$ cat src/design/srmt_pkg.sv
// ----------------------------------------------------------------------------
// srmt_pkg
// shared widths and constants of the sweep range max tracker
// ----------------------------------------------------------------------------
`default_nettype none

package srmt_pkg;

  // payload field widths
  localparam int unsigned RangeW   = 16;
  localparam int unsigned PosW     = 5;
  localparam int unsigned HeadingW = 8;

  // heading scale in degrees over the full sweep
  localparam int unsigned HeadingScale = 180;

endpackage : srmt_pkg

`default_nettype wire

$ cat src/design/srmt_if.sv
// ----------------------------------------------------------------------------
// srmt_in_if / srmt_out_if
// valid/ready channels carrying sample words in and result words out
// ----------------------------------------------------------------------------
`default_nettype none

interface srmt_in_if
  import srmt_pkg::*;
  ();
  logic              valid;
  logic              ready;
  logic [RangeW-1:0] range_sample;

  modport source (output valid, output range_sample, input ready);
  modport sink   (input valid, input range_sample, output ready);
endinterface : srmt_in_if

interface srmt_out_if
  import srmt_pkg::*;
  ();
  logic                valid;
  logic                ready;
  logic [PosW-1:0]     sample_position;
  logic                moving_right;
  logic                turn_request;
  logic [PosW-1:0]     farthest_position;
  logic [HeadingW-1:0] heading_degrees;
  logic [RangeW-1:0]   farthest_range;

  modport source (
    output valid, output sample_position, output moving_right, output turn_request,
    output farthest_position, output heading_degrees, output farthest_range,
    input ready
  );
  modport sink (
    input valid, input sample_position, input moving_right, input turn_request,
    input farthest_position, input heading_degrees, input farthest_range,
    output ready
  );
endinterface : srmt_out_if

`default_nettype wire

$ cat src/design/srmt_store.sv
// ----------------------------------------------------------------------------
// srmt_store
// sample memory, one write port and one registered read port
// ----------------------------------------------------------------------------
`default_nettype none

module srmt_store
  import srmt_pkg::*;
#(
  parameter int unsigned Depth = 32,
  parameter int unsigned AddrW = 5
) (
  input  wire logic              clk_i,
  input  wire logic              we_i,
  input  wire logic [AddrW-1:0]  waddr_i,
  input  wire logic [RangeW-1:0] wdata_i,
  input  wire logic              re_i,
  input  wire logic [AddrW-1:0]  raddr_i,
  output logic      [RangeW-1:0] rdata_o
);

  logic [RangeW-1:0] mem [Depth];

  always_ff @(posedge clk_i) begin
    if (we_i) begin
      mem[waddr_i] <= wdata_i;
    end
  end

  always_ff @(posedge clk_i) begin
    if (re_i) begin
      rdata_o <= mem[raddr_i];
    end
  end

endmodule : srmt_store

`default_nettype wire

$ cat src/design/srmt_heading.sv
// ----------------------------------------------------------------------------
// srmt_heading
// position*180/(POINTS-1) by a constant reciprocal multiply, registered on start
// ----------------------------------------------------------------------------
`default_nettype none

module srmt_heading
  import srmt_pkg::*;
#(
  parameter int unsigned Points = 32,
  parameter int unsigned AddrW  = 5
) (
  input  wire logic                clk_i,
  input  wire logic                rst_ni,
  input  wire logic                start_i,
  input  wire logic [AddrW-1:0]    position_i,
  output logic      [HeadingW-1:0] degrees_o
);

  // numerator position*180 fits AddrW + HeadingW bits
  localparam int unsigned NumW  = AddrW + HeadingW;
  localparam int unsigned Div   = Points - 1;
  // ceil(2^Shift / Div) gives the exact floor for every numerator below 2^NumW
  localparam int unsigned Shift = NumW + $clog2(Div);
  localparam int unsigned MulW  = NumW + 1;
  localparam int unsigned ProdW = NumW + MulW;
  localparam longint unsigned MulVal =
    ((64'd1 << Shift) + 64'(Div) - 64'd1) / 64'(Div);
  localparam logic [MulW-1:0] Mul = MulW'(MulVal);

  logic [NumW-1:0]     num;
  logic [ProdW-1:0]    prod;
  logic [HeadingW-1:0] deg_q, deg_d;

  assign num   = NumW'(position_i) * NumW'(HeadingScale);
  assign prod  = ProdW'(num) * ProdW'(Mul);
  assign deg_d = start_i ? prod[Shift +: HeadingW] : deg_q;

  always_ff @(posedge clk_i or negedge rst_ni) begin
    if (!rst_ni) begin
      deg_q <= '0;
    end else begin
      deg_q <= deg_d;
    end
  end

  assign degrees_o = deg_q;

endmodule : srmt_heading

`default_nettype wire

$ cat src/design/sweep_range_max_tracker.sv
// ----------------------------------------------------------------------------
// sweep_range_max_tracker
// stores range samples of a back-and-forth sweep and tracks the farthest one
// ----------------------------------------------------------------------------
//
//  port       | dir | words
//  -----------+-----+----------------------------------------------------------
//  in_ch_i    | in  | range_sample, one per sweep position
//  out_ch_o   | out | position, direction, turn, farthest position/heading/range
//
//  after reset a clearing pass writes zero to all POINTS memory entries,
//  with in ready held low throughout the pass
//  an item that does not hit the stored maximum is accepted with the
//  heading registered, then loaded into the output register
//  an item that overwrites the maximum adds a rescan that reads all POINTS
//  entries through the single read port of the sample memory
//  one item at a time; the output register lets the next word in while a
//  result waits, and a full output register stalls the finished item
//
`default_nettype none

module sweep_range_max_tracker
  import srmt_pkg::*;
#(
  parameter int unsigned POINTS = 32
) (
  input  wire logic        clk_i,
  input  wire logic        rst_ni,
  srmt_in_if.sink          in_ch_i,
  srmt_out_if.source       out_ch_o
);

  localparam int unsigned AddrW = $clog2(POINTS);
  localparam int unsigned CntW  = $clog2(POINTS + 1);
  localparam logic [AddrW-1:0] LastPos = AddrW'(POINTS - 1);
  localparam logic [CntW-1:0]  CntEnd  = CntW'(POINTS);

  // control states
  localparam logic [2:0] StClear = 3'd0;
  localparam logic [2:0] StIdle  = 3'd1;
  localparam logic [2:0] StScan  = 3'd2;
  localparam logic [2:0] StDone  = 3'd3;

  logic [2:0]        state_q, state_d;
  logic [AddrW-1:0]  clr_q, clr_d;          // clearing pass address
  logic [AddrW-1:0]  pos_q, pos_d;          // sweep position of the next word
  logic              dir_q, dir_d;          // sweep direction, 1 increasing
  logic [AddrW-1:0]  best_q, best_d;        // position of the stored maximum
  logic [RangeW-1:0] best_val_q, best_val_d; // copy of the sample at best_q
  logic [AddrW-1:0]  cur_pos_q, cur_pos_d;  // position of the word in flight
  logic              cur_dir_q, cur_dir_d;
  logic              turn_q, turn_d;
  logic [CntW-1:0]   scan_q, scan_d;        // rescan read issue count
  logic              rd_vld_q;              // memory read data valid
  logic [AddrW-1:0]  rd_idx_q;              // address of that read data
  logic [RangeW-1:0] top_q, top_d;          // largest value seen by the rescan

  logic              out_vld_q, out_vld_d;
  logic [PosW-1:0]     o_pos_q, o_best_q;
  logic              o_dir_q, o_turn_q;
  logic [HeadingW-1:0] o_head_q;
  logic [RangeW-1:0] o_range_q;
  logic              out_load;

  // memory ports
  logic              mem_we;
  logic [AddrW-1:0]  mem_waddr;
  logic [RangeW-1:0] mem_wdata;
  logic              mem_re;
  logic [RangeW-1:0] mem_rdata;

  // heading by reciprocal multiply, registered on start
  logic              div_start;
  logic [HeadingW-1:0] div_deg;

  logic              in_acc;
  logic              dir_now;
  logic              scan_issue;

  assign in_ch_i.ready = (state_q == StIdle);
  assign in_acc        = in_ch_i.valid && in_ch_i.ready;

  // bounce at both ends before the sample is stored
  always_comb begin
    priority if (pos_q == LastPos) begin
      dir_now = 1'b0;
    end else if (pos_q == '0) begin
      dir_now = 1'b1;
    end else begin
      dir_now = dir_q;
    end
  end

  assign scan_issue = (state_q == StScan) && (scan_q != CntEnd);
  assign mem_re     = scan_issue;
  assign out_load   = (state_q == StDone) && (!out_vld_q || out_ch_o.ready);

  always_comb begin
    state_d    = state_q;
    clr_d      = clr_q;
    pos_d      = pos_q;
    dir_d      = dir_q;
    best_d     = best_q;
    best_val_d = best_val_q;
    cur_pos_d  = cur_pos_q;
    cur_dir_d  = cur_dir_q;
    turn_d     = turn_q;
    scan_d     = scan_q;
    top_d      = top_q;
    div_start  = 1'b0;
    mem_we     = 1'b0;
    mem_waddr  = pos_q;
    mem_wdata  = in_ch_i.range_sample;

    unique case (state_q)
      StClear: begin
        // zero every entry once after reset
        mem_we    = 1'b1;
        mem_waddr = clr_q;
        mem_wdata = '0;
        clr_d     = clr_q + 1'b1;
        if (clr_q == LastPos) begin
          state_d = StIdle;
        end
      end
      StIdle: begin
        if (in_acc) begin
          mem_we    = 1'b1;
          cur_pos_d = pos_q;
          cur_dir_d = dir_now;
          dir_d     = dir_now;
          pos_d     = dir_now ? pos_q + 1'b1 : pos_q - 1'b1;
          turn_d    = 1'b0;
          if (pos_q == best_q) begin
            // maximum overwritten by a new value, larger or not: rescan
            scan_d  = '0;
            top_d   = '0;
            state_d = StScan;
          end else begin
            if (in_ch_i.range_sample > best_val_q) begin
              best_d     = pos_q;
              best_val_d = in_ch_i.range_sample;
              turn_d     = 1'b1;
            end
            div_start = 1'b1;
            state_d   = StDone;
          end
        end
      end
      StScan: begin
        if (scan_issue) begin
          scan_d = scan_q + 1'b1;
        end
        // strict compare keeps the lowest position among equal values
        if (rd_vld_q && (mem_rdata > top_q)) begin
          top_d  = mem_rdata;
          best_d = rd_idx_q;
        end
        if (rd_vld_q && !scan_issue) begin
          best_val_d = (mem_rdata > top_q) ? mem_rdata : top_q;
          div_start  = 1'b1;
          state_d    = StDone;
        end
      end
      StDone: begin
        if (out_load) begin
          state_d = StIdle;
        end
      end
      default: begin
        state_d = StIdle;
      end
    endcase
  end

  always_comb begin
    out_vld_d = out_vld_q;
    if (out_ch_o.ready) begin
      out_vld_d = 1'b0;
    end
    if (out_load) begin
      out_vld_d = 1'b1;
    end
  end

  always_ff @(posedge clk_i or negedge rst_ni) begin
    if (!rst_ni) begin
      state_q    <= StClear;
      clr_q      <= '0;
      pos_q      <= '0;
      dir_q      <= 1'b1;
      best_q     <= '0;
      best_val_q <= '0;
      scan_q     <= '0;
      rd_vld_q   <= 1'b0;
      out_vld_q  <= 1'b0;
    end else begin
      state_q    <= state_d;
      clr_q      <= clr_d;
      pos_q      <= pos_d;
      dir_q      <= dir_d;
      best_q     <= best_d;
      best_val_q <= best_val_d;
      scan_q     <= scan_d;
      rd_vld_q   <= scan_issue;
      out_vld_q  <= out_vld_d;
    end
  end

  always_ff @(posedge clk_i) begin
    cur_pos_q <= cur_pos_d;
    cur_dir_q <= cur_dir_d;
    turn_q    <= turn_d;
    top_q     <= top_d;
    rd_idx_q  <= scan_q[AddrW-1:0];
    if (out_load) begin
      o_pos_q   <= PosW'(cur_pos_q);
      o_dir_q   <= cur_dir_q;
      o_turn_q  <= turn_q;
      o_best_q  <= PosW'(best_q);
      o_head_q  <= div_deg;
      o_range_q <= best_val_q;
    end
  end

  srmt_store #(
    .Depth (POINTS),
    .AddrW (AddrW)
  ) u_store (
    .clk_i   (clk_i),
    .we_i    (mem_we),
    .waddr_i (mem_waddr),
    .wdata_i (mem_wdata),
    .re_i    (mem_re),
    .raddr_i (scan_q[AddrW-1:0]),
    .rdata_o (mem_rdata)
  );

  srmt_heading #(
    .Points (POINTS),
    .AddrW  (AddrW)
  ) u_heading (
    .clk_i      (clk_i),
    .rst_ni     (rst_ni),
    .start_i    (div_start),
    .position_i (best_d),
    .degrees_o  (div_deg)
  );

  assign out_ch_o.valid             = out_vld_q;
  assign out_ch_o.sample_position   = o_pos_q;
  assign out_ch_o.moving_right      = o_dir_q;
  assign out_ch_o.turn_request      = o_turn_q;
  assign out_ch_o.farthest_position = o_best_q;
  assign out_ch_o.heading_degrees   = o_head_q;
  assign out_ch_o.farthest_range    = o_range_q;

  // a new maximum is always the position just written
  a_turn_pos: assert property (@(posedge clk_i) disable iff (!rst_ni)
    out_ch_o.valid && out_ch_o.turn_request |->
      out_ch_o.farthest_position == out_ch_o.sample_position)
    else $error("turn request with farthest position off the written one");

  // heading stays within the half circle
  a_head_max: assert property (@(posedge clk_i) disable iff (!rst_ni)
    out_ch_o.valid |-> out_ch_o.heading_degrees <= HeadingW'(HeadingScale))
    else $error("heading above 180 degrees");

  // no read data arrives outside a rescan
  a_rd_scan: assert property (@(posedge clk_i) disable iff (!rst_ni)
    rd_vld_q |-> $past(state_q) == StScan)
    else $error("memory read outside rescan");

endmodule : sweep_range_max_tracker

`default_nettype wire
$ cat src/flat_wrapper.sv
// flat-port wrapper written by rule: the top's interface ports become plain ports
module sweep_range_max_tracker_flat import srmt_pkg::*;
#(
  parameter int unsigned POINTS = 32
)
  (clk_i, rst_ni, in_ch_i_valid, in_ch_i_range_sample, in_ch_i_ready, out_ch_o_valid, out_ch_o_sample_position, out_ch_o_moving_right, out_ch_o_turn_request, out_ch_o_farthest_position, out_ch_o_heading_degrees, out_ch_o_farthest_range, out_ch_o_ready);
  srmt_in_if in_ch_i_i ();
  srmt_out_if out_ch_o_i ();
  input  wire logic clk_i;
  input  wire logic rst_ni;
  input wire logic [$bits(in_ch_i_i.valid)-1:0] in_ch_i_valid;
  input wire logic [$bits(in_ch_i_i.range_sample)-1:0] in_ch_i_range_sample;
  output wire logic [$bits(in_ch_i_i.ready)-1:0] in_ch_i_ready;
  output wire logic [$bits(out_ch_o_i.valid)-1:0] out_ch_o_valid;
  output wire logic [$bits(out_ch_o_i.sample_position)-1:0] out_ch_o_sample_position;
  output wire logic [$bits(out_ch_o_i.moving_right)-1:0] out_ch_o_moving_right;
  output wire logic [$bits(out_ch_o_i.turn_request)-1:0] out_ch_o_turn_request;
  output wire logic [$bits(out_ch_o_i.farthest_position)-1:0] out_ch_o_farthest_position;
  output wire logic [$bits(out_ch_o_i.heading_degrees)-1:0] out_ch_o_heading_degrees;
  output wire logic [$bits(out_ch_o_i.farthest_range)-1:0] out_ch_o_farthest_range;
  input wire logic [$bits(out_ch_o_i.ready)-1:0] out_ch_o_ready;
  assign in_ch_i_i.valid = in_ch_i_valid;
  assign in_ch_i_i.range_sample = in_ch_i_range_sample;
  assign in_ch_i_ready = in_ch_i_i.ready;
  assign out_ch_o_valid = out_ch_o_i.valid;
  assign out_ch_o_sample_position = out_ch_o_i.sample_position;
  assign out_ch_o_moving_right = out_ch_o_i.moving_right;
  assign out_ch_o_turn_request = out_ch_o_i.turn_request;
  assign out_ch_o_farthest_position = out_ch_o_i.farthest_position;
  assign out_ch_o_heading_degrees = out_ch_o_i.heading_degrees;
  assign out_ch_o_farthest_range = out_ch_o_i.farthest_range;
  assign out_ch_o_i.ready = out_ch_o_ready;
  sweep_range_max_tracker #(.POINTS(POINTS)) u_core (.clk_i(clk_i), .rst_ni(rst_ni), .in_ch_i(in_ch_i_i), .out_ch_o(out_ch_o_i));
endmodule
$ cat config.mk
export PLATFORM = sky130hd
export DESIGN_NAME = sweep_range_max_tracker_flat
export DESIGN_NICKNAME = d
export VERILOG_FILES = /design/src/design/srmt_pkg.sv /design/src/design/srmt_if.sv /design/src/design/srmt_store.sv /design/src/design/srmt_heading.sv /design/src/design/sweep_range_max_tracker.sv /design/src/flat_wrapper.sv
export SDC_FILE = /design/constraint.sdc
export NUM_CORES = 1
export LEC_CHECK = 0
export BUFFER_PORTS_ARGS = -buffer_cell sky130_fd_sc_hd__buf_2
export CORE_ASPECT_RATIO = 2
export CORE_MARGIN = 2
export CORE_UTILIZATION = 40
export DETAILED_ROUTE_END_ITERATION = 8
export GPL_ROUTABILITY_DRIVEN = 0
export PLACE_DENSITY = 0.63
export SLEW_MARGIN = 20
export SYNTH_ARGS = -nofsm -noshare
export SYNTH_HDL_FRONTEND = slang
export SYNTH_SLANG_ARGS = --single-unit
$ cat constraint.sdc
create_clock -name clk_i -period 10.7 [get_ports clk_i]
set_input_delay 0.535 -clock clk_i [delete_from_list [all_inputs] [get_ports clk_i]]
set_output_delay 0.535 -clock clk_i [all_outputs]
set_load 0.01 [all_outputs]
Yosys cells after proc, flatten, opt, wreduce, memory -nomap -nowiden:

Memory sizes are Yosys's and may differ from the RTL's. A register that Yosys moved wholly into a read port is not among the register bits.
Index checks and enable logic that the tools add are counted.

* bits in registers: 115
* memory bits (writable): 512
* bits of input ports: 20
* output and inout bits: 38
* logic and storage cells: 104
* memories: 1

Memory list
* u_core.u_store.mem: depth 32, width 16, read ports 1, clocked after Yosys merged registers in 1, wr ports 1, line srmt_store.sv:22 `logic [RangeW-1:0] mem [Depth];`

* add/sub/neg operators: 4
* multipliers: 2
* magnitude comparators: 2
* equality and inequality tests: 16
* mux-type cells: 41
* reductions and logical operators: 17

Operators by type and width (number)
* $mux 16: 9
* $pmux 16 s2: 2
* $gt 16x16->1: 2
* $mux 5: 6
* $mul 11x14->24 const B: 1
* $mux 6: 3
* $mux 1: 12
* $mux 3: 4
* $ne 2x2->1 const B: 6
* $pmux 3 s4: 1
* $pmux 6 s2: 1
* $reduce_and 4->1: 3
* $mul 5x6->11 const B: 1
* $add 5x1->5 const B: 2
* $eq 5x5->1 const B: 2
* $pmux 5 s2: 1
* $add 6x1->6 const B: 1
* $eq 3x2->1 const B: 2
* $ne 2x1->1 const B: 3
* $ne 6x6->1 const B: 1
* $eq 5x5->1: 1
* $logic_and 1x1->1: 5
* $logic_not 5->1: 1
* $reduce_and 5->1: 1
* other kinds (8): 11

Longest topological paths before layout:

Gate-level depths: netlist of run 1.

* depth after elaboration: 7
* mapped depth: 37
* mapped depth without buffers: 37

Hierarchy:

From an unflattened synthesis of run 1, not the netlist that was laid out.

* cells, all modules: 1872
* area total of the unflattened synthesis: 28404.7 um^2

Modules (own cells, without submodules)
* srmt_store: instances 1, cells each 1143, area an instance 20694.8 um^2, seq. area each 15855.2 um^2
* sweep_range_max_tracker: instances 1, cells each 501, area an instance 5599.1 um^2, seq. area each 2924.1 um^2
* srmt_heading: instances 1, cells each 228, area an instance 2110.8 um^2, seq. area each 200.2 um^2

Worst setup path after synthesis of run 1:

No wires, ideal clock.

* path type: in2reg
* from: input port in_ch_i_range_sample[6]
* to: register u_core.u_heading.deg_q[5], in the netlist u_core.u_heading.degrees_o[5]
* library setup time: 0.086 ns
* arrival: 8.155 ns
* required time: 10.614 ns
* setup slack: 2.459 ns
* cell stages on the path: 36
* buffers on the path: 0
* cell sequence: ha_1 and3_1 a221o_1 a32o_1 o31ai_2 nor2_1 mux2_2 a22oi_1 o21ai_1 ha_1 ha_1 inv_1 fa_1 inv_1 ha_1 a21oi_1 o21bai_1 a21oi_1 o21ai_0 xor2_1 ha_1 inv_1 fa_1 inv_1 ha_1 ha_1 ha_1 a21oi_1 o211ai_1 a21o_1 a221oi_1 o211a_1 a31oi_1 o31a_1 o211a_1 nor3_1

* cells in the longest elaborated chain, start to end: 7

RTL lines
* start, declared: line flat_wrapper.sv:12 `input wire logic [$bits(in_ch_i_i.range_sample)-1:0] in_ch_i_range_sample;`
* $gt 16x16->1: line sweep_range_max_tracker.sv:140 `if (in_ch_i.range_sample > best_val_q) begin`
* $mux 5: line sweep_range_max_tracker.sv:140
* $mux 5: line sweep_range_max_tracker.sv:134 `if (pos_q == best_q) begin`
* $mux 5: line sweep_range_max_tracker.sv:127 `if (in_acc) begin`
* $pmux 5 s2: line sweep_range_max_tracker.sv:115 `unique case (state_q)`
* via u_core.best_d[3]: line sweep_range_max_tracker.sv:48 `logic [AddrW-1:0] best_q, best_d;`
* $mul 5x6->11: line srmt_heading.sv:35 `assign num = NumW'(position_i) * NumW'(HeadingScale);`
* $mul 11x14->24: line srmt_heading.sv:36 `assign prod = ProdW'(num) * ProdW'(Mul);`
* end signal, assigned: line srmt_heading.sv:43 `deg_q <= deg_d;`
* end, declared: line srmt_heading.sv:33 `logic [HeadingW-1:0] deg_q, deg_d;`

The timed path passes the listed nets, and every way through them passes these cells.
A chain may end at the register's enable or synchronous reset.

Worst setup path after layout of run 1:

* from: register u_core.best_val_q[6]
* to: register u_core.u_heading.deg_q[4], in the netlist u_core.u_heading.degrees_o[4]

* cells in the longest elaborated chain, start to end: 7

RTL lines
* start, declared: line sweep_range_max_tracker.sv:49 `logic [RangeW-1:0] best_val_q, best_val_d;`
* start signal, assigned: line sweep_range_max_tracker.sv:203 `best_val_q <= best_val_d;`
* $gt 16x16->1: line sweep_range_max_tracker.sv:140
* $mux 5: line sweep_range_max_tracker.sv:140
* $mux 5: line sweep_range_max_tracker.sv:134
* $mux 5: line sweep_range_max_tracker.sv:127
* $pmux 5 s2: line sweep_range_max_tracker.sv:115
* via u_core.best_d[2]: line sweep_range_max_tracker.sv:48
* $mul 5x6->11: line srmt_heading.sv:35
* $mul 11x14->24: line srmt_heading.sv:36

The timed path passes the listed nets, and every way through them passes these cells.

==> results of run 1 <==
==> metal layers <==
layer  vias to the layer above  wire length [um]  global-route usage
met5                         -                 0                   0
li1                       6340                 -                   -
met4                         0              3060              0.0813
met1                      7480             22700               0.195
met2                       394             36500               0.359
met3                       151              2170              0.0190
==> stage by stage <==
stage	utilization	cells	hold slack, ns	total power (uW)	setup slack, ns
after global routing	0.454	2587	0.114	7870	0.885
after detailed placement	0.427	2488	0.407	5550	1.29
after CTS	0.453	2587	0.0837	7510	1.50
after floorplan	-	1548	0.239	4790	2.46
after global placement	0.427	2488	0.405	5460	1.52
final	0.454	2588	0.0621	7450	1.46
==> cell usage after synthesis, types with 6 or more instances <==
cell / n / area, um^2
mux4_2: 160 / 3600
and3_1: 8 / 50.1
o211ai_1: 19 / 143
nand2_1: 83 / 312
ha_1: 120 / 1500
nor2_1: 62 / 233
xor2_1: 11 / 96.3
o21ai_0: 38 / 190
buf_1: 17 / 63.8
dfrtp_1: 49 / 1230
mux2_2: 22 / 248
edfxtp_1: 587 / 17600
inv_1: 78 / 293
a21oi_1: 33 / 165
a22oi_1: 6 / 45.0
xnor2_1: 13 / 114
o21ai_1: 20 / 100
a21o_1: 11 / 82.6
clkbuf_1: 49 / 184
nor2b_1: 22 / 138
nor3_1: 10 / 50.1
nand3_1: 15 / 75.1
fa_1: 8 / 160
and2_1: 17 / 106
nand4_1: 9 / 56.3
==> how the worst max path moves through the flow <==
stage,end,slack (ns)
global placement,u_core.u_heading.degrees_o[5],1.52
detailed placement,u_core.u_heading.degrees_o[5],1.29
finish,u_core.u_heading.degrees_o[4],1.46
floorplan,u_core.u_heading.degrees_o[5],2.46
CTS,u_core.u_heading.degrees_o[5],1.50
global route,u_core.u_heading.degrees_o[4],0.89
==> cell families after synthesis <==
logic type	count (synthesis)	share of synthesized area
AO/OA/AOI/OAI	176	0.0414
XOR/XNOR	24	0.00761
adder cells (fa/ha/maj)	128	0.0602
buffers and inverters	145	0.0197
flip-flops	642	0.687
multiplexers	187	0.141
AND/OR/NAND/NOR	246	0.0428
==> power groups by stage <==
stage	Clock [uW]	Sequential, uW	Combinational [uW]
2_1_floorplan	0	3320	1470
3_3_place_gp	0	3360	2110
3_5_place_dp	0	3370	2180
4_1_cts	2010	3310	2190
5_1_grt	2090	3340	2440
6_report	1970	3310	2170
==> worst reg2reg max path, delay by kind of cell, from the launching register on <==
family | cells | cell delay, ns
compound gates | 17 | 3.32
buf+inv | 6 | 0.42
fa+ha+maj | 10 | 3.43
xor+xnor | 1 | 0.36
simple gates | 3 | 0.87
flops | 1 | 0.39
mux | 1 | 0.38
==> registers in the layout (all words and copies together), names as in the netlist, 6 cells and up <==
name,flops
u_core.u_store.rdata_o,16
u_core.u_heading.degrees_o,8
u_core.u_store.mem,512
u_core.scan_q,6
u_core.top_q,16
u_core.out_ch_o.heading_degrees,8
u_core.out_ch_o.farthest_range,16
u_core.best_val_q,16
==> final cells by class <==
type,instances,share of cell area
sequential,642,0.610
multi-input combinational,761,0.266
clock buffer,62,0.0450
tap,897,0.0361
timing repair buffer,109,0.0217
clock inverter,37,0.0112
inverter,79,0.00952
antenna,1,0.0000804
==> impl_metrics.toml, run 1 <==
[logic_synthesis]
ys_seq_elements = 642
syn_inst = 1548
ys_seq_area_frac = 0.687
synth_nets = 1696
synth_edf_count = 587
syn-cell-area_um2 = 27600
synth-main-ff-cell = "edfxtp_1"
async_flop_share = 0.0779
syn_avg_cell_area_um2 = 17.8
ys_warn_count = 0
synth_cell_types = 66

[worst_setup_path]
crit_type = "reg -> reg"
path_depth = 38
r2r-end = "u_core.u_heading.degrees_o[4]"
critical-path-top-delay-family = "adder cells"
crit_path_max_incr_delay_ns = 0.54
slowest_stage = "fa_1"
cp.arrival_ns = 9.79
crit_fanout = 5
crit_path_end_kind = "flop"
reg2reg_depth = 38
critPathLaunch = "u_core.best_val_q[6]"
r2r-start = "u_core.best_val_q[6]"
cp_num_buf_inv = 6
ff2ff_setup_slack_ns = 1.46
cp_common_cell = "ha_1"
start_kind = "flop"
required_ns = 11.24

[clock_network]
clk_pin_slew_worst_paths_ns = 0.07
cts_resized = 0
h-tree-depth = 2
cts_tree = "done"
cts_root_buf = "clkbuf_16"
cts_sinks = 642
postCtsHoldBufs = 0
cts_buffers = 53
post_cts.repair.setup_buffers = 0
cts_buffer_depth = 3
clock_latency_ns = 0.62

[outcome]
status = "complete, no violations"

[die]
io_pins = 58
chipWidth_um = 190
initial_utilization = 0.403
die-height_um = 376
core_um2 = 68600
rows = 136
dieArea_um2 = 71300

[routing]
first_pass_iters = 5
final_antenna_net_count = 0
via_count = 14365
drt_iter0_drc = 1195
drcViolationCount = 0
vias_per_cell = 5.55
avgRoutedWirePerCell_um = 24.9
wl_mm = 64.5

[power]
pwr-share-seq = 0.444
power_density_nw_per_um2 = 239
p_switching_uw = 2420
clockPowerShare = 0.264
internal_power_uw = 5030
leakagePower_uw = 0.0107
pwr-share-comb = 0.292
sw_frac_of_total = 0.325
peakVddDrop_uv = 161

[sta]
hold_viol = 0
rsz0062_at_grt = "no"
setup_violations = 0
worst_clock_skew_ns = 0.0316
slew_viol_final = 0
fmax_ghz = 0.108
slew_headroom = 0.270
min_period_ns = 9.24
setup_tns_ns = 0
post-route-period-util = 0.864
tightest_slew_ns = 1.10

[global_routing]
grt_pass1_wl_mm = 96.3
grt_start_max_net_pins = 71
overflow = 0
grt_pass1_vias = 15185
grt_antenna_before_repair = 1
grt_util_all_layers = 0.183

[place]
place_area_um2 = 29300
hpwl_mm = 43.1
port_buffers = 57

[layout]
fillers = 5807
nets = 1794
mostFrequentLayoutCell = "edfxtp_1"
stdcell_area_um2 = 31100
seq_area_um2 = 19000
multiInputGateArea_um2 = 8300
final_cell_mix = "edfxtp_1, mux4_2, ha_1, nand2_1, inv_1"
syn_to_final_growth_pct = 12.7
drive_above_1_share = 0.257

[job]
cap_violations = 0

[min_path]
min_path_type = "in -> async"
Power figures use the tool's default switching activity.
==> run 2: changes to the inputs <==
- clock period: 10.7 -> 9.75 ns (I/O delays scaled with it)
==> impl_metrics.toml, run 2 (synthesized netlist as in run 1, its figures left out) <==
[sta]
min_period_ns = 9.03
setup_violations = 0
slew_headroom = 0.279
worst_clock_skew_ns = 0.0234
tightest_slew_ns = 1.08
post-route-period-util = 0.926
slew_viol_final = 0
fin_ws_ns = 0.718
fmax_ghz = 0.111
rsz0062_at_grt = "no"
setup_tns_ns = 0
hold_viol = 0

[power]
power_density_nw_per_um2 = 264
pwr-share-comb = 0.288
pwr-share-seq = 0.442
clockPowerShare = 0.270
peakVddDrop_uv = 154
internal_power_uw = 5600
leakagePower_uw = 0.0108
sw_frac_of_total = 0.320
p_switching_uw = 2630

[worst_setup_path]
reg2reg_depth = 37
ff2ff_setup_slack_ns = 0.72
crit_path_end_kind = "flop"
cp.arrival_ns = 9.49
slowest_stage = "fa_1"
required_ns = 10.21
cp_common_cell = "ha_1"
start_kind = "flop"
crit_type = "reg -> reg"
r2r-end = "u_core.u_heading.degrees_o[6]"
crit_fanout = 5
r2r-start = "u_core.best_val_q[5]"
crit_path_max_incr_delay_ns = 0.53

[clock_network]
cts_buffers = 53
clk_pin_slew_worst_paths_ns = 0.07
cts_sinks = 642
cts_tree = "done"
clock_latency_ns = 0.60
post_cts.repair.setup_buffers = 0
h-tree-depth = 2
cts_root_buf = "clkbuf_16"
cts_buffer_depth = 3

[job]
cap_violations = 0

[routing]
via_count = 14302
wl_mm = 64.6
final_antenna_net_count = 0
vias_per_cell = 5.53
drcViolationCount = 0
avgRoutedWirePerCell_um = 25.0
drt_iter0_drc = 1004
first_pass_iters = 5

[layout]
top_register = "u_core.u_store.mem"
largest_register_ffs = 512
drive_above_1_share = 0.261
nets = 1796
syn_to_final_growth_pct = 13.0
mostFrequentLayoutCell = "edfxtp_1"
final_cell_mix = "edfxtp_1, mux4_2, ha_1, nand2_1, inv_1"

[die]
initial_utilization = 0.403
core_um2 = 68600
die-height_um = 376
rows = 136
io_pins = 58
dieArea_um2 = 71300
chipWidth_um = 190

[global_routing]
grt_util_all_layers = 0.185
grt_pass1_vias = 15143
grt_pass1_wl_mm = 96.0
grt_antenna_before_repair = 1
overflow = 0
grt_start_max_net_pins = 71

[min_path]
min_path_type = "in -> async"

[place]
port_buffers = 57
pre_cts_ws_ns = 0.191
hpwl_mm = 43.1

[outcome]
status = "complete, no violations"
[run 2: metrics by stage]
step / utilization / area, um^2 / power (uW) / cells / hold slack, ns
after CTS: 0.454 / 31100 / 8310 / 2585 / 0.0129
after global routing: 0.455 / 31200 / 8710 / 2585 / 0.0590
after global placement: 0.428 / 29300 / 6010 / 2490 / 0.406
after floorplan: - / 27600 / 5260 / 1548 / 0.192
final: 0.455 / 31200 / 8230 / 2586 / 0.00583
after detailed placement: 0.428 / 29300 / 6090 / 2490 / 0.405
[run 2: worst max-delay path, delay by kind of cell (launching register included)]
family,cells,cell delay (ns)
AOI/OAI and AO/OA,17,3.66
adders and majority gates,10,3.39
muxes,2,0.49
and+or+nand+nor,2,0.38
DFF,1,0.37
xor gates and xnor gates,1,0.32
buffers and inverters,5,0.24
[run 2: per-layer routing]
metal | global-route usage | routed length [um] | vias up
met1 | 0.192 | 22300 | 7433
met5 | 0 | 0 | -
met3 | 0.0205 | 2410 | 146
met2 | 0.362 | 36700 | 387
met4 | 0.0870 | 3150 | 0
li1 | - | - | 6336
[run 2: timing repair]
item                                    4_1_cts  5_1_grt
hold buffers                                  0        0
endpoints found under the setup margin        0        5
gates resized for setup                       0        4
[run 2: worst max path at each step]
stage | from | depth (start not counted) | to
3_5_place_dp | in_ch_i_range_sample[6] | 37 | u_core.u_heading.degrees_o[6]
6_report | u_core.best_val_q[5] | 37 | u_core.u_heading.degrees_o[6]
5_1_grt | u_core.best_val_q[6] | 37 | u_core.u_heading.degrees_o[6]
4_1_cts | u_core.best_val_q[6] | 37 | u_core.u_heading.degrees_o[6]
3_3_place_gp | in_ch_i_range_sample[6] | 37 | u_core.u_heading.degrees_o[5]
2_1_floorplan | in_ch_i_range_sample[6] | 36 | u_core.u_heading.degrees_o[5]
[run 2: layout make-up]
cell class	instances	area, um^2
fill	5742	37400
sequential	642	19000
multi-input combinational	761	8320
clock buffer	61	1380
tap	897	1120
timing repair buffer	111	691
clock inverter	34	414
inverter	79	297
antenna	1	2.50
[run 2: power by group through the flow]
stage               logic (uW)  registers, uW  clock network, uW
global placement          2320           3690                  0
floorplan                 1610           3650                  0
CTS                       2390           3650               2280
detailed placement        2390           3700                  0
global route              2670           3670               2370
finish                    2380           3640               2220
